===== src/hw/rtl/config_list_tokenizer_top_assert.svh =====
// assertion macros for the config list tokenizer
// expects clk and arst_n in the scope of the including module
`ifndef CONFIG_LIST_TOKENIZER_TOP_ASSERT_SVH
`define CONFIG_LIST_TOKENIZER_TOP_ASSERT_SVH

// same-cycle implication, checked outside reset
`define CLT_ASSERT_IMPLIES(lbl, ante, cons, msg) \
	lbl: assert property (@(posedge clk) disable iff (!arst_n) (ante) |-> (cons)) \
		else $error(msg);

// next-cycle implication, checked outside reset
`define CLT_ASSERT_NEXT(lbl, ante, cons, msg) \
	lbl: assert property (@(posedge clk) disable iff (!arst_n) (ante) |=> (cons)) \
		else $error(msg);

`endif


===== src/hw/rtl/clt_pkg.sv =====
// shared types, constants and character classes for the config list tokenizer
// no dependencies
package clt_pkg;

	localparam int unsigned FIFO_DEPTH   = 4;
	localparam int unsigned KW_ANY_LEN   = 3;
	localparam int unsigned KW_FIRST_LEN = 5;
	localparam logic [2:0]  LEN_MAX      = 3'd7;

	localparam logic [7:0] CH_SPACE  = 8'h20;
	localparam logic [7:0] CH_TAB    = 8'h09;
	localparam logic [7:0] CH_LF     = 8'h0A;
	localparam logic [7:0] CH_VT     = 8'h0B;
	localparam logic [7:0] CH_FF     = 8'h0C;
	localparam logic [7:0] CH_CR     = 8'h0D;
	localparam logic [7:0] CH_QUOTE  = 8'h22;
	localparam logic [7:0] CH_DOLLAR = 8'h24;
	localparam logic [7:0] CH_LPAREN = 8'h28;
	localparam logic [7:0] CH_RPAREN = 8'h29;
	localparam logic [7:0] CH_STAR   = 8'h2A;
	localparam logic [7:0] CH_COMMA  = 8'h2C;
	localparam logic [7:0] CH_UNDER  = 8'h5F;
	localparam logic [7:0] HIGH_BYTE = 8'h80;

	typedef enum logic [2:0] {
		M_IDLE   = 3'd0,
		M_NUM    = 3'd1,
		M_IDENT  = 3'd2,
		M_QUOTED = 3'd3,
		M_QSEEN  = 3'd4
	} scan_mode_t;

	typedef enum logic [3:0] {
		T_END    = 4'd0,
		T_COMMA  = 4'd1,
		T_LPAREN = 4'd2,
		T_RPAREN = 4'd3,
		T_NAME   = 4'd4,
		T_NUMBER = 4'd5,
		T_ANY    = 4'd6,
		T_FIRST  = 4'd7,
		T_JUNK   = 4'd8
	} token_type_t;

	typedef struct packed {
		token_type_t token_type;
		logic [7:0]  text_byte;
		logic        byte_valid;
		logic        token_done;
	} result_t;

	typedef struct packed {
		result_t res;
		logic    last;
	} beat_t;

	// results produced by one scanned item, slot0 goes out first
	typedef struct packed {
		logic [1:0] n;
		beat_t      slot0;
		beat_t      slot1;
	} wr_req_t;

	function automatic logic is_alpha(input logic [7:0] c);
		return (c >= 8'h41 && c <= 8'h5A) || (c >= 8'h61 && c <= 8'h7A);
	endfunction

	function automatic logic is_start(input logic [7:0] c);
		return is_alpha(c) || (c >= HIGH_BYTE) || (c == CH_UNDER);
	endfunction

	function automatic logic is_dig(input logic [7:0] c);
		return c >= 8'h30 && c <= 8'h39;
	endfunction

	function automatic logic is_cont(input logic [7:0] c);
		return is_start(c) || is_dig(c) || (c == CH_DOLLAR);
	endfunction

	function automatic logic is_ws(input logic [7:0] c);
		return (c == CH_SPACE) || (c == CH_TAB) || (c == CH_LF) || (c == CH_CR) ||
			(c == CH_FF) || (c == CH_VT);
	endfunction

	function automatic logic [7:0] to_lower(input logic [7:0] c);
		return (c >= 8'h41 && c <= 8'h5A) ? c + 8'h20 : c;
	endfunction

	function automatic logic [7:0] kw_any_char(input logic [2:0] i);
		logic [7:0] r;
		case (i)
			3'd0:    r = 8'h61; // a
			3'd1:    r = 8'h6E; // n
			3'd2:    r = 8'h79; // y
			default: r = 8'h00;
		endcase
		return r;
	endfunction

	function automatic logic [7:0] kw_first_char(input logic [2:0] i);
		logic [7:0] r;
		case (i)
			3'd0:    r = 8'h66; // f
			3'd1:    r = 8'h69; // i
			3'd2:    r = 8'h72; // r
			3'd3:    r = 8'h73; // s
			3'd4:    r = 8'h74; // t
			default: r = 8'h00;
		endcase
		return r;
	endfunction

endpackage


===== src/hw/rtl/clt_scan.sv =====
// scanner state and per-byte decode: turns one registered item into up to two results
// depends on clt_pkg
module clt_scan import clt_pkg::*; (
	input  logic       clk,
	input  logic       arst_n,
	input  logic       go,
	input  logic [7:0] in_byte,
	input  logic       end_of_input,
	output wr_req_t    wr
);

	scan_mode_t mode_q, mode_d;
	logic       any_q, any_d;
	logic       first_q, first_d;
	logic [2:0] len_q, len_d;

	logic [7:0]  lc;
	result_t     close_r, idle_r, byte_r, end_r, pre_r, post_r;
	logic        idle_v, pre_v, post_v;
	scan_mode_t  idle_mode;
	logic        idle_ident;
	logic        trk_any, trk_first;
	logic [2:0]  trk_len;
	token_type_t ident_type;

	always_ff @(posedge clk or negedge arst_n) begin
		if (!arst_n) begin
			mode_q  <= M_IDLE;
			any_q   <= 1'b0;
			first_q <= 1'b0;
			len_q   <= 3'd0;
		end else if (go) begin
			mode_q  <= mode_d;
			any_q   <= any_d;
			first_q <= first_d;
			len_q   <= len_d;
		end
	end

	always_comb begin
		lc = to_lower(in_byte);

		trk_any   = any_q && (len_q < 3'(KW_ANY_LEN)) && (lc == kw_any_char(len_q));
		trk_first = first_q && (len_q < 3'(KW_FIRST_LEN)) && (lc == kw_first_char(len_q));
		trk_len   = (len_q == LEN_MAX) ? LEN_MAX : len_q + 3'd1;

		if (any_q && len_q == 3'(KW_ANY_LEN))
			ident_type = T_ANY;
		else if (first_q && len_q == 3'(KW_FIRST_LEN))
			ident_type = T_FIRST;
		else
			ident_type = T_NAME;

		// closing result for whatever token is open
		close_r = '{token_type: T_NAME, text_byte: 8'h00, byte_valid: 1'b0, token_done: 1'b1};
		case (mode_q)
			M_NUM:   close_r.token_type = T_NUMBER;
			M_IDENT: close_r.token_type = ident_type;
			default: close_r.token_type = T_NAME;
		endcase

		byte_r = '{token_type: T_END, text_byte: in_byte, byte_valid: 1'b1, token_done: 1'b0};
		end_r  = '{token_type: T_END, text_byte: 8'h00, byte_valid: 1'b0, token_done: 1'b1};

		// byte taken between tokens
		idle_v     = 1'b1;
		idle_mode  = M_IDLE;
		idle_ident = 1'b0;
		idle_r     = '{token_type: T_JUNK, text_byte: 8'h00, byte_valid: 1'b0, token_done: 1'b1};
		if (is_ws(in_byte)) begin
			idle_v = 1'b0;
		end else if (in_byte == CH_COMMA) begin
			idle_r.token_type = T_COMMA;
		end else if (in_byte == CH_LPAREN) begin
			idle_r.token_type = T_LPAREN;
		end else if (in_byte == CH_RPAREN) begin
			idle_r.token_type = T_RPAREN;
		end else if (in_byte == CH_STAR) begin
			idle_r = '{token_type: T_NAME, text_byte: in_byte, byte_valid: 1'b1,
				token_done: 1'b1};
		end else if (in_byte == CH_QUOTE) begin
			idle_v    = 1'b0;
			idle_mode = M_QUOTED;
		end else if (is_dig(in_byte)) begin
			idle_r    = byte_r;
			idle_mode = M_NUM;
		end else if (is_start(in_byte)) begin
			idle_r     = byte_r;
			idle_mode  = M_IDENT;
			idle_ident = 1'b1;
		end

		pre_v   = 1'b0;
		pre_r   = close_r;
		post_v  = 1'b0;
		post_r  = byte_r;
		mode_d  = mode_q;
		any_d   = any_q;
		first_d = first_q;
		len_d   = len_q;

		if (end_of_input) begin
			pre_v   = (mode_q != M_IDLE);
			post_v  = 1'b1;
			post_r  = end_r;
			mode_d  = M_IDLE;
			any_d   = 1'b0;
			first_d = 1'b0;
			len_d   = 3'd0;
		end else begin
			case (mode_q)
				M_NUM: begin
					if (is_dig(in_byte)) begin
						post_v = 1'b1;
					end else begin
						pre_v  = 1'b1;
						post_v = idle_v;
						post_r = idle_r;
						mode_d = idle_mode;
					end
				end
				M_IDENT: begin
					if (is_cont(in_byte)) begin
						post_v  = 1'b1;
						any_d   = trk_any;
						first_d = trk_first;
						len_d   = trk_len;
					end else begin
						pre_v  = 1'b1;
						post_v = idle_v;
						post_r = idle_r;
						mode_d = idle_mode;
					end
				end
				M_QUOTED: begin
					if (in_byte == CH_QUOTE)
						mode_d = M_QSEEN;
					else
						post_v = 1'b1;
				end
				M_QSEEN: begin
					if (in_byte == CH_QUOTE) begin
						mode_d = M_QUOTED;
						post_v = 1'b1;
					end else begin
						pre_v  = 1'b1;
						post_v = idle_v;
						post_r = idle_r;
						mode_d = idle_mode;
					end
				end
				default: begin
					post_v = idle_v;
					post_r = idle_r;
					mode_d = idle_mode;
				end
			endcase
			// a new identifier restarts keyword tracking with its first byte
			if (idle_ident && mode_d == M_IDENT && mode_q != M_IDENT) begin
				any_d   = (lc == kw_any_char(3'd0));
				first_d = (lc == kw_first_char(3'd0));
				len_d   = 3'd1;
			end
		end
	end

	always_comb begin
		wr.n          = 2'(pre_v) + 2'(post_v);
		wr.slot0.res  = pre_v ? pre_r : post_r;
		wr.slot0.last = !(pre_v && post_v);
		wr.slot1.res  = post_r;
		wr.slot1.last = 1'b1;
	end

endmodule


===== src/hw/rtl/clt_out_fifo.sv =====
// result queue: takes up to two beats per cycle while go is high, hands out one per cycle while out_ready is high
// depends on clt_pkg
module clt_out_fifo import clt_pkg::*; (
	input  logic                               clk,
	input  logic                               arst_n,
	input  logic                               go,
	input  wr_req_t                            wr,
	output logic [$clog2(FIFO_DEPTH+1)-1:0]    count,
	output logic                               out_valid,
	input  logic                               out_ready,
	output beat_t                              out_beat
);

	localparam int unsigned PTR_W = $clog2(FIFO_DEPTH);
	localparam int unsigned CNT_W = $clog2(FIFO_DEPTH + 1);

	beat_t             mem_q [FIFO_DEPTH];
	logic [PTR_W-1:0]  wr_ptr_q, rd_ptr_q;
	logic [CNT_W-1:0]  count_q;
	logic [1:0]        n_push;
	logic              pop;

	assign n_push    = go ? wr.n : 2'd0;
	assign pop       = out_valid && out_ready;
	assign out_valid = (count_q != '0);
	assign out_beat  = mem_q[rd_ptr_q];
	assign count     = count_q;

	always_ff @(posedge clk) begin
		if (n_push != 2'd0)
			mem_q[wr_ptr_q] <= wr.slot0;
		if (n_push == 2'd2)
			mem_q[wr_ptr_q + PTR_W'(1)] <= wr.slot1;
	end

	always_ff @(posedge clk or negedge arst_n) begin
		if (!arst_n) begin
			wr_ptr_q <= '0;
			rd_ptr_q <= '0;
			count_q  <= '0;
		end else begin
			wr_ptr_q <= wr_ptr_q + PTR_W'(n_push);
			if (pop)
				rd_ptr_q <= rd_ptr_q + PTR_W'(1);
			count_q <= count_q + CNT_W'(n_push) - CNT_W'(pop);
		end
	end

endmodule


===== src/hw/rtl/config_list_tokenizer_top.sv =====
// top level of the config list tokenizer: input stage, scanner and result queue
// depends on clt_pkg, clt_scan, clt_out_fifo and config_list_tokenizer_top_assert.svh
//
// input stream: one beat per text byte in s_tdata, s_tuser high marks end of text
// (the byte is then ignored). output stream: one beat per result, tdata carries the
// text byte, tuser the token type and the byte/close flags, tlast the last result of
// one input beat. an input beat causes zero, one or two output beats.
// a beat is held in the input register, then decoded and written to
// a four-entry result queue; the first result shows on m_tvalid once the queue
// holds it. the scanner takes one byte per cycle as long as the
// queue holds at most two results, so the input side runs at one beat per cycle
// while the output drains; bytes that close one token and open another give two
// output beats and run at the output rate of one beat per cycle.
// when m_tready is low the queue fills and s_tready drops once the input register
// holds a beat that cannot be written; nothing is lost or repeated.
// reset puts the scanner between tokens with an empty queue; after an end beat the
// scanner is idle again and a new text may follow.
module config_list_tokenizer_top import clt_pkg::*; (
	input  logic       clk,
	input  logic       arst_n,
	input  logic       s_tvalid,
	output logic       s_tready,
	input  logic [7:0] s_tdata,  // [7:0] in_byte
	input  logic [0:0] s_tuser,  // [0] end_of_input
	output logic       m_tvalid,
	input  logic       m_tready,
	output logic [7:0] m_tdata,  // [7:0] text_byte
	output logic [5:0] m_tuser,  // [3:0] token_type, [4] byte_valid, [5] token_done
	output logic       m_tlast   // last_of_run
);

	localparam int unsigned CNT_W = $clog2(FIFO_DEPTH + 1);

	logic             valid_s1;
	logic [7:0]       byte_s1;
	logic             eoi_s1;
	logic             go;
	logic [CNT_W-1:0] fifo_count;
	wr_req_t          wr;
	beat_t            out_beat;

	// room for the worst case of two results
	assign go       = valid_s1 && (fifo_count <= CNT_W'(FIFO_DEPTH - 2));
	assign s_tready = !valid_s1 || go;

	always_ff @(posedge clk or negedge arst_n) begin
		if (!arst_n) begin
			valid_s1 <= 1'b0;
		end else if (s_tready) begin
			valid_s1 <= s_tvalid;
		end
	end

	always_ff @(posedge clk) begin
		if (s_tready && s_tvalid) begin
			byte_s1 <= s_tdata;
			eoi_s1  <= s_tuser[0];
		end
	end

	clt_scan u_scan (
		.clk          (clk),
		.arst_n       (arst_n),
		.go           (go),
		.in_byte      (byte_s1),
		.end_of_input (eoi_s1),
		.wr           (wr)
	);

	clt_out_fifo u_fifo (
		.clk       (clk),
		.arst_n    (arst_n),
		.go        (go),
		.wr        (wr),
		.count     (fifo_count),
		.out_valid (m_tvalid),
		.out_ready (m_tready),
		.out_beat  (out_beat)
	);

	assign m_tdata = out_beat.res.text_byte;
	assign m_tuser = {out_beat.res.token_done, out_beat.res.byte_valid,
		out_beat.res.token_type};
	assign m_tlast = out_beat.last;

	`include "config_list_tokenizer_top_assert.svh"

	`CLT_ASSERT_IMPLIES(a_fifo_bound, 1'b1, fifo_count <= CNT_W'(FIFO_DEPTH), "result queue overflow")
	`CLT_ASSERT_IMPLIES(a_open_has_byte, m_tvalid && !m_tuser[5], m_tuser[4], "non-closing result without a text byte")
	`CLT_ASSERT_IMPLIES(a_end_is_last, m_tvalid && m_tuser[5] && (m_tuser[3:0] == T_END), m_tlast, "end token not last of its run")
	`CLT_ASSERT_NEXT(a_end_idles, go && eoi_s1, u_scan.mode_q == M_IDLE, "scanner not idle after end beat")

endmodule

===== config.mk =====
export PLATFORM = sky130hd
export DESIGN_NAME = config_list_tokenizer_top
export DESIGN_NICKNAME = d
export VERILOG_FILES = /design/src/hw/rtl/clt_pkg.sv /design/src/hw/rtl/clt_scan.sv /design/src/hw/rtl/clt_out_fifo.sv /design/src/hw/rtl/config_list_tokenizer_top.sv
export VERILOG_INCLUDE_DIRS = /design/src /design/src/hw/rtl
export SDC_FILE = /design/constraint.sdc
export NUM_CORES = 1
export LEC_CHECK = 0
export BUFFER_PORTS_ARGS = -buffer_cell sky130_fd_sc_hd__buf_2
export CAP_MARGIN = 20
export CORE_ASPECT_RATIO = 0.5
export CORE_MARGIN = 1
export CORE_UTILIZATION = 56
export CTS_CLUSTER_DIAMETER = 80
export DETAILED_ROUTE_END_ITERATION = 6
export GPL_TIMING_DRIVEN = 0
export MAX_ROUTING_LAYER = met4
export PLACE_DENSITY = 0.86
export SLEW_MARGIN = 25
export SYNTH_ARGS = -nofsm -noshare
export SYNTH_HDL_FRONTEND = slang
export SYNTH_SLANG_ARGS = --single-unit

===== constraint.sdc =====
create_clock -name clk -period 9.97 [get_ports clk]
set_input_delay 1.4955 -clock clk [delete_from_list [all_inputs] [get_ports clk]]
set_output_delay 1.4955 -clock clk [all_outputs]
set_load 0.05 [all_outputs]

# Word level (Yosys, flattened, before mapping)
# Memories as Yosys holds them, arrays and structs flattened.
# Index checks and enable logic that the tools add are counted.
word_totals:
  register_bits: 25
  ram_bits: 60
  input_bits: 13
  output_inout_bits: 17
  word_cells: 173
  mem_count: 1
mem_list:
  columns: ["name", "words", "width", "read_ports", "rd_ports_with_merged_regs", "write_ports", "line_no", "text"]
  rows:
  - ["u_fifo.mem_q", 4, 15, 1, 0, 2, "clt_out_fifo.sv:17", "beat_t mem_q [FIFO_DEPTH];"]
op_classes:
  addsub: 8
  magnitude_cmp: 10
  n_eq_ne: 30
  mux: 79
  n_reduce_logical: 35
op_table:
  columns: ["operator", "count"]
  rows:
  - ["2-to-1 mux 14 bit", 10]
  - ["equality test 8 x 6 -> 1 bit, second input constant", 7]
  - ["one-hot mux 14 bit (4 select lines)", 1]
  - ["2-to-1 mux 3 bit", 18]
  - ["equality test 8 x 4 -> 1 bit, second input constant", 5]
  - ["one-hot mux 7 bit (5 select lines)", 1]
  - ["2-to-1 mux 1 bit", 33]
  - ["2-to-1 mux 10 bit", 3]
  - ["equality test 8 x 7 -> 1 bit, second input constant", 3]
  - ["one-hot mux 7 bit (3 select lines)", 1]
  - ["equality test 8 x 7 -> 1 bit", 2]
  - ["greater-or-equal comparator 8 x 7 -> 1 bit, second input constant", 2]
  - ["less-or-equal comparator 8 x 7 -> 1 bit, second input constant", 2]
  - ["2-to-1 mux 4 bit", 4]
  - ["equality test 3 x 2 -> 1 bit, second input constant", 5]
  - ["logical AND 1 bit", 15]
  - ["equality test 3 bit, second input constant", 4]
  - ["one-hot mux 3 bit (4 select lines)", 1]
  - ["nonzero test 3 bit", 4]
  - ["logical OR 1 bit", 11]
  - ["adder 8 x 6 -> 8 bit, second input constant", 1]
  - ["greater-or-equal comparator 8 x 6 -> 1 bit, second input constant", 1]
  - ["greater-or-equal comparator 8 bit, second input constant", 1]
  - ["less-or-equal comparator 8 x 6 -> 1 bit, second input constant", 1]
  - ["other kinds (21)", 26]

# Longest topological paths before layout
# Gate-level depths: netlist of the first run.
depth:
  depth_word: 21
  mapped_depth: 15
  mapped_depth_nobuf: 12

# Modules after synthesis
# Synthesis of the first run repeated with hierarchy kept, for this count alone.
unflattened:
  cells_unflattened: 440
  hier_area_um2: 5382.7
by_module_without_submodules:
  columns: ["module", "n_inst", "cells_each", "area_per_inst_um2", "seq_area_each_um2"]
  rows:
  - ["clt_out_fifo", 1, 191, 3425.8, 1976.9]
  - ["clt_scan", 1, 233, 1627.8, 200.2]
  - ["config_list_tokenizer_top", 1, 16, 329.1, 295.3]

# Worst setup path after synthesis of the first run
# No wires, ideal clock.
synth_path:
  kind: "flip-flop to flip-flop"
  startpoint: "register byte_s1[0]"
  endpoint: "memory u_fifo.mem_q[2][10] (netlist bit) (enable)"
  setup_time_ns: 0.354
  arrival_ns: 3.445
  required_time_ns: 9.616
  path_slack_ns: 6.171
  path_stages_with_launch: 13
  n_path_buf: 3
  synth_period_minus_slack_ns: 3.799
  cell_sequence: "edfxtp_1 > buf_6 > or4_4 > a41oi_2 > nand4bb_1 > o41ai_2 > buf_2 > ha_1 > clkbuf_1 > o21ai_0 > nor3_1 > nor2_1 > inv_1"
synth_lines:
  columns: ["element", "line_no", "text"]
  rows:
  - ["start, declared", "config_list_tokenizer_top.sv:35", "logic [7:0] byte_s1;"]
  - ["start signal, assigned", "config_list_tokenizer_top.sv:56", "byte_s1 <= s_tdata;"]
  - ["end, declared", "clt_out_fifo.sv:17", null]

==> results of run 1 <==
[Yosys cell counts (4+ instances only)]
| cell type | instances | share of area, % |
|---|---|---|
| nor3_1 | 14 | 1.4 |
| nor4_1 | 5 | 0.62 |
| buf_2 | 4 | 0.40 |
| nand2b_1 | 7 | 0.87 |
| inv_1 | 22 | 1.6 |
| a31oi_1 | 9 | 1.1 |
| o21ai_0 | 18 | 1.8 |
| edfxtp_1 | 65 | 39 |
| nor2_2 | 5 | 0.62 |
| a41oi_1 | 4 | 0.70 |
| or4_1 | 4 | 0.60 |
| or3_1 | 7 | 0.87 |
| and2_1 | 5 | 0.62 |
| nand2_1 | 39 | 2.9 |
| a21oi_2 | 4 | 0.70 |
| nor2_1 | 48 | 3.6 |
| o22ai_1 | 6 | 0.75 |
| o211ai_1 | 6 | 0.89 |
| xnor2_1 | 7 | 1.2 |
| dfxtp_1 | 4 | 1.6 |
| ha_1 | 11 | 2.7 |
| dfrtp_1 | 16 | 7.9 |
| mux4_2 | 15 | 6.7 |
| clkbuf_1 | 26 | 1.9 |
| nand3_1 | 17 | 1.7 |
| a21oi_1 | 36 | 3.6 |
[through the flow]
stage          setup slack (ns)  hold WS [ns]  area (um2)  std cells
6_report                  5.327        0.5467        5627        641
5_1_grt                   4.906        0.5700        5627        641
4_1_cts                   5.375        0.5364        5627        641
3_5_place_dp              5.470        0.5166        5329        625
3_3_place_gp              5.508        0.5024        5329        625
2_1_floorplan             6.171        0.4775        5037        479
[final cells by class]
class	instances	area, um2
well taps	117	146.4
plain buffers	33	136.4
repair buffers	29	145.1
clock buffers	9	225.2
multi-input cells	337	2379
clock inverters	7	72.57
inverters	24	90.09
fillers	670	3082
flip-flops and latches	85	2432
[worst min path at each step]
stage	startpoint	to	slack (ns)	depth (start not counted)
finish	u_fifo.mem_q[1][0]$_SDFFE_PP1P_	u_fifo.mem_q[1][0]$_SDFFE_PP1P_	0.55	2
global route	u_scan.first_q$_DFFE_PN0P_	u_scan.first_q$_DFFE_PN0P_	0.57	1
CTS	u_fifo.mem_q[1][0]$_SDFFE_PP1P_	u_fifo.mem_q[1][0]$_SDFFE_PP1P_	0.54	2
detailed placement	u_fifo.mem_q[1][0]$_SDFFE_PP1P_	u_fifo.mem_q[1][0]$_SDFFE_PP1P_	0.52	2
global placement	u_fifo.mem_q[1][0]$_SDFFE_PP1P_	u_fifo.mem_q[1][0]$_SDFFE_PP1P_	0.50	2
floorplan	u_fifo.mem_q[3][0]$_SDFFE_PP1N_	u_fifo.mem_q[3][0]$_SDFFE_PP1N_	0.48	2
[layer usage]
metal	vias to the layer above	track usage [%]	wire length (um)
li1	1899	-	-
met1	2047	39.89	5261
met2	267	43.15	5727
met3	34	6.255	1225
met4	0	10.99	252
met5	-	-	0
[worst register-to-register path, cell delays in order (launching register included)]
cell and delay, ns:
edfxtp_1 0.39, clkbuf_1 0.26, nor4b_1 0.71, a41oi_1 0.24
o221ai_1 0.35, o41ai_2 0.20, buf_2 0.22, ha_1 0.28
clkbuf_1 0.31, o21ai_0 0.20, nor3_1 0.45, nor2_1 0.18
inv_1 0.49
[report_power, final]
group          total (W)  leakage (nW)  internal (W)  switching [W]
registers       0.000552         0.791      0.000506      0.0000458
clock network   0.000341         0.144      0.000196       0.000146
logic           0.000941         0.985      0.000285       0.000656
[layout by cell type, fill, tap and decap left out, types with 3 or more instances in the layout]
cell type  synthesis  layout
a31oi_1            9       9
nand2_1           39      39
xnor2_1            7       7
nor2_1            48      48
a41oi_1            4       4
nor4b_1            3       3
inv_1             22      22
dfxtp_1            4       4
or4_4              3       3
o211ai_1           6       6
o31a_1             3       3
buf_2              4      33
nand4_1            3       3
a21oi_2            4       4
o32ai_1            3       3
nor4_1             5       5
o31ai_1            3       3
a21oi_1           36      36
nand2b_1           7       7
o21ai_0           18      18
or3_1              7       7
clkbuf_16          0       9
o221ai_1           3       3
o22ai_1            6       6
nor3_1            14      14
nor2_2             5       5
edfxtp_1          65      65
ha_1              11      11
mux4_2            15      15
inv_6              0       3
clkbuf_1          26      26
clkinv_1           2       3
or4_1              4       4
and2_1             5       5
dfrtp_1           16      16
nand3_1           17      17
[registers in the layout (all words and copies together), names as in the netlist, 2 cells and up]
signal,count
u_fifo.mem_q,60
byte_s1,8
u_fifo.wr_ptr_q,2
u_scan.mode_q,3
u_scan.len_q,3
u_fifo.rd_ptr_q,2
u_fifo.count,3
[kinds of logic (layout without fill, tap and decap cells)]
logic type,after synthesis,after routing
buffers and inverters,57,102
AND/OR/NAND/NOR,173,173
flip-flops,85,85
adder cells (fa/ha/maj),12,12
AO/OA/AOI/OAI,125,125
XOR/XNOR,9,9
multiplexers,18,18
==> impl_metrics.csv, run 1 <==
group,metric,value,unit
floorplan,io_pins,30,
routing,wirelength,12.47,mm
pwr,power,0.001834,W
clocking,clock-sinks,85,
clocking,postCtsSetupBuffers,0,
synth,synth-edff-count,65,
synth,syn_inst,479,
sta,slew_headroom,47.58,%
sta,finalClockSkew,0.01064,ns
synth,seq_area_frac_synth,48.29,%
setup_path,max_stage_delay,0.71,ns
layout,areaGrowthSynthToFinish,11.70,%
setup_path,rrSetupSlack,5.33,ns
synth,synth_area,5037,um2
floorplan,dieArea,9402,um2
flow_run,max_cap_viol_count,0,
floorplan,std_cell_rows,24,
routing,ant_nets,0,
sta,worst_pin_slew,0.7863,ns
clocking,cts-root-buf,"clkbuf_16",
pwr,p_per_area,325.9,nW/um2
synth,synth-xor-area-share,1.565,%
pwr,leakage,1.920,nW
sta,max_freq,215.4,MHz
synth,synthAdderAreaFrac,3.130,%
sta,rsz0062_at_grt,"no",
routing,post-route-drc-count,0,
floorplan,die_y,69.07,um
synth,synthFlopType,"edfxtp_1",
routing,vias,4247,
setup_path,cp-start-kind,"register",
routing,drt_iter0_markers,578,
setup_path,critPathBufInv,4,
clocking,cts_tree,"built",
clocking,clk_pin_slew_worst_paths,0.06,ns
synth,yosysWarnings,0,
sta,setup_viol,0,
layout,fin_util,64.61,%
floorplan,die_width,136.1,um
layout,drive_gt1_share,17.18,%
routing,firstDrtPassIters,5,
setup_path,crit_type,"reg2reg",
setup_path,r2r_cells,12,
synth,avgSynthCellArea,10.52,um2
clocking,clock_latency,0.35,ns
placed_design,hpwl,8.604,mm
setup_path,reg2reg_from,"byte_s1[4]$_DFFE_PP_",
setup_path,cp_data_arrival_time,4.62,ns
routing,wire_per_inst,19.45,um
synth,syn_nets,504,
pwr,peakVddDrop,164.3,uV
clocking,post_cts_resized,0,
routing,vias_per_cell,6.626,
placed_design,finalWeightedCongestion,0.9527,
floorplan,start_util,57.84,%
setup_path,cp.required,9.95,ns
synth,synthMuxAreaShare,7.327,%
setup_path,crit_top_cell,"clkbuf_1",
sta,slew_violations,0,
outcome,status,"finished, final reports clean",
setup_path,crit_path_max_fanout,14,
setup_path,setup.worst_path.end,"u_fifo.mem_q[2][10]$_DFFE_PP_",
setup_path,crit_family,"simple AND/OR/NAND/NOR gates",
sta,min_period_over_period,46.56,%
clocking,cts_made_buffers,9,
placed_design,portBuffers,29,
global_routing,grt_usage,29.25,%
layout,antennaDiodeCount,0,
setup_path,end_kind,"register",
setup_path,cp.depth,12,
sta,final.min_clock_period,4.643,ns
clocking,clockBufferDepth,2,
setup_path,worstPathCellList,"clkbuf_1 > nor4b_1 > a41oi_1 > o221ai_1 > o41ai_2 > buf_2 > ha_1 > clkbuf_1 > o21ai_0 > nor3_1 > nor2_1 > inv_1",
sta,tns,0,ns
synth,synthArstFlopShare,18.82,%
clocking,holdBufCountCts,0,
synth,synth_compound_area_share,17.41,%
layout,nets,544,
synth,synth_top_family_by_area,"simple AND/OR/NAND/NOR gates",
synth,synth.distinct_cells,75,
global_routing,grt_pass1_vias,4007,
setup_path,critPathSlowestCell,"nor4b_1",
sta,hold_violations,0,
synth,yosys_register_bits,85,
floorplan,core_area,8708,um2
global_routing,gr-total-overflow,0,
setup_path,cp-startpoint,"byte_s1[4]$_DFFE_PP_",
global_routing,grt_max_degree,17,
clocking,htreeDepth,3,
min_path,hold_path_class,"reg2reg",
global_routing,grt_first_pass_wirelength,20.33,mm
global_routing,antenna_found_initial,0,
setup_path,r2r_end,"u_fifo.mem_q[2][10]$_DFFE_PP_",
synth,synthSimpleGateAreaFrac,17.78,%
Power figures use the tool's default switching activity.
==> run 2, diff against run 1 <==
==> constraint.sdc (replaced) <==
create_clock -name clk -period 4.5 [get_ports clk]
set_input_delay 0.675 -clock clk [delete_from_list [all_inputs] [get_ports clk]]
set_output_delay 0.675 -clock clk [all_outputs]
set_load 0.05 [all_outputs]
==> impl_metrics.csv, run 2 (synthesis gave the netlist of run 1 again) <==
group,metric,value,unit
setup_path,cp-startpoint,"byte_s1[0]$_DFFE_PP_",
setup_path,reg2reg_from,"byte_s1[0]$_DFFE_PP_",
sta,rsz0062_at_grt,"no",
clocking,clk_pin_slew_worst_paths,0.07,ns
routing,ant_nets,0,
sta,final.min_clock_period,4.266,ns
layout,largest_reg_flops,60,
routing,firstDrtPassIters,6,
sta,finalClockSkew,0.01037,ns
floorplan,die_width,136.1,um
global_routing,gr-total-overflow,0,
routing,vias_per_cell,6.687,
placed_design,portBuffers,29,
setup_path,crit_type,"reg2reg",
placed_design,finalWeightedCongestion,0.9527,
layout,fin_area,5700,um2
flow_run,max_cap_viol_count,0,
global_routing,grt_usage,29.61,%
pwr,clkPwrFrac,18.3,%
pwr,p_sw_share,46.29,%
sta,tns,0,ns
layout,final_common_cell,"edfxtp_1",
layout,reg_top3,"u_fifo.mem_q x60, byte_s1 x8",
setup_path,cp-start-kind,"register",
sta,slew_violations,0,
clocking,htreeDepth,3,
pwr,leakage,1.929,nW
outcome,status,"finished, final reports clean",
global_routing,grt_max_degree,17,
global_routing,grt_first_pass_wirelength,20.56,mm
pwr,power.share.sequential,29.6,%
clocking,clockBufferDepth,2,
clocking,cts_tree,"built",
pwr,power_frac_comb,52.1,%
floorplan,die_y,69.07,um
sta,min_period_over_period,94.79,%
layout,antennaDiodeCount,0,
sta,slew_headroom,48.02,%
sta,hold_violations,0,
floorplan,io_pins,30,
floorplan,std_cell_rows,24,
routing,vias,4300,
min_path,hold_path_class,"in2async",
layout,ff_latch_area,2432,um2
placed_design,hpwl,8.604,mm
layout,final_cell_mix,"65 x edfxtp_1, 47 x nor2_1, 39 x nand2_1, 36 x a21oi_1, 33 x buf_2",
setup_path,cp.required,4.48,ns
sta,setup_viol,0,
routing,wirelength,12.78,mm
routing,wire_per_inst,19.87,um
floorplan,core_area,8708,um2
sta,worst_pin_slew,0.7797,ns
layout,fillers,644,
setup_path,r2r_cells,12,
routing,drt_iter0_markers,449,
routing,post-route-drc-count,0,
clocking,cts-root-buf,"clkbuf_16",
global_routing,antenna_found_initial,0,
layout,multi_input_area,2415,um2
sta,max_freq,234.4,MHz
layout,areaGrowthSynthToFinish,13.16,%
floorplan,dieArea,9402,um2
floorplan,start_util,57.84,%
clocking,cts_made_buffers,9,
pwr,intPower,0.002219,W
layout,nets,546,
global_routing,grt_pass1_vias,4026,
pwr,switchingPower,0.001913,W
setup_path,end_kind,"register",
layout,largest_register,"u_fifo.mem_q",
pwr,p_per_area,724.9,nW/um2
layout,drive_gt1_share,19.01,%
pwr,peakVddDrop,363.9,uV
clocking,clock-sinks,85,
placed_design,place_area,5329,um2
setup_path,cp_data_arrival_time,4.25,ns
clocking,clock_latency,0.35,ns
setup_path,crit_path_max_fanout,14,
## run 2: cell types whose count changed in the layout (fill, tap and decap cells not counted), sizes merged
cell | before | now
buf | 36 | 38
clkinvlp | 1 | 3
inv | 25 | 23
## run 2: power by group through the flow
| stage | Clock [W] | Sequential [W] | Combinational, W |
|---|---|---|---|
| 2_1_floorplan | 0 | 0.00120 | 0.00161 |
| 3_3_place_gp | 0 | 0.00122 | 0.00199 |
| 3_5_place_dp | 0 | 0.00123 | 0.00205 |
| 4_1_cts | 0.000756 | 0.00122 | 0.00207 |
| 5_1_grt | 0.000784 | 0.00125 | 0.00231 |
| 6_report | 0.000755 | 0.00122 | 0.00215 |
## run 2: repair_timing
item,in CTS,in global routing
setup buffers,0,2
endpoints found under the hold margin,0,0
hold buffers,0,0
pin swaps,0,1
setup endpoints to repair,28,86
resized for setup,2,11
## run 2: path summary, 6_finish.rpt
check,endpoint,slack [ns]
worst max-delay path,u_fifo.mem_q[1][14]$_DFFE_PP_,0.23
worst min-delay path,u_scan.mode_q[0]$_DFFE_PN0P_,0.26
worst max register to register,u_fifo.mem_q[1][14]$_DFFE_PP_,0.23
worst min register to register,u_fifo.mem_q[1][0]$_SDFFE_PP1P_,0.55
max in group asynchronous,u_fifo.rd_ptr_q[0]$_DFFE_PN0P_,3.95
min in group clk,eoi_s1$_DFFE_PP_,0.50
## run 2: metal layers
| layer | vias up | routed length [um] | track usage (%) |
|---|---|---|---|
| li1 | 1905 | - | - |
| met1 | 2074 | 5340 | 40.39 |
| met2 | 288 | 5893 | 43.71 |
| met3 | 33 | 1279 | 6.255 |
| met4 | 0 | 263 | 11.11 |
| met5 | - | 0 | - |
## run 2: layout make-up
cell class | count | area share, %
repair buffers | 31 | 3.029
well taps | 117 | 2.568
clock inverters | 7 | 1.273
plain buffers | 33 | 2.436
clock buffers | 9 | 3.951
inverters | 24 | 1.712
flip-flops and latches | 85 | 42.67
multi-input cells | 337 | 42.36
## run 2: worst max-delay path, stage by stage, from the launching register on
cell and delay [ns]:
edfxtp_1 0.38, buf_6 0.15, or4_4 0.55, o22ai_2 0.26
o31ai_1 0.21, o41ai_4 0.52, buf_2 0.29, ha_1 0.17
clkbuf_1 0.30, nor2b_1 0.24, a21o_1 0.13, nand3_1 0.18
inv_1 0.52
## run 2: stage by stage
| stage | hold slack [ns] | utilization, % | worst slack, ns | std cells | power (W) |
|---|---|---|---|---|---|
| finish | 0.2558 | 65.46 | 0.2344 | 643 | 0.004132 |
| global route | 0.2780 | 65.46 | 0.02214 | 643 | 0.004342 |
| CTS | 0.2652 | 64.73 | 0.04908 | 641 | 0.004045 |
| detailed placement | 0.5166 | 61.19 | 0.00009548 | 625 | 0.003279 |
| global placement | 0.5024 | 61.19 | 0.03841 | 625 | 0.003205 |
| floorplan | 0.3794 | - | 0.7008 | 479 | 0.002806 |
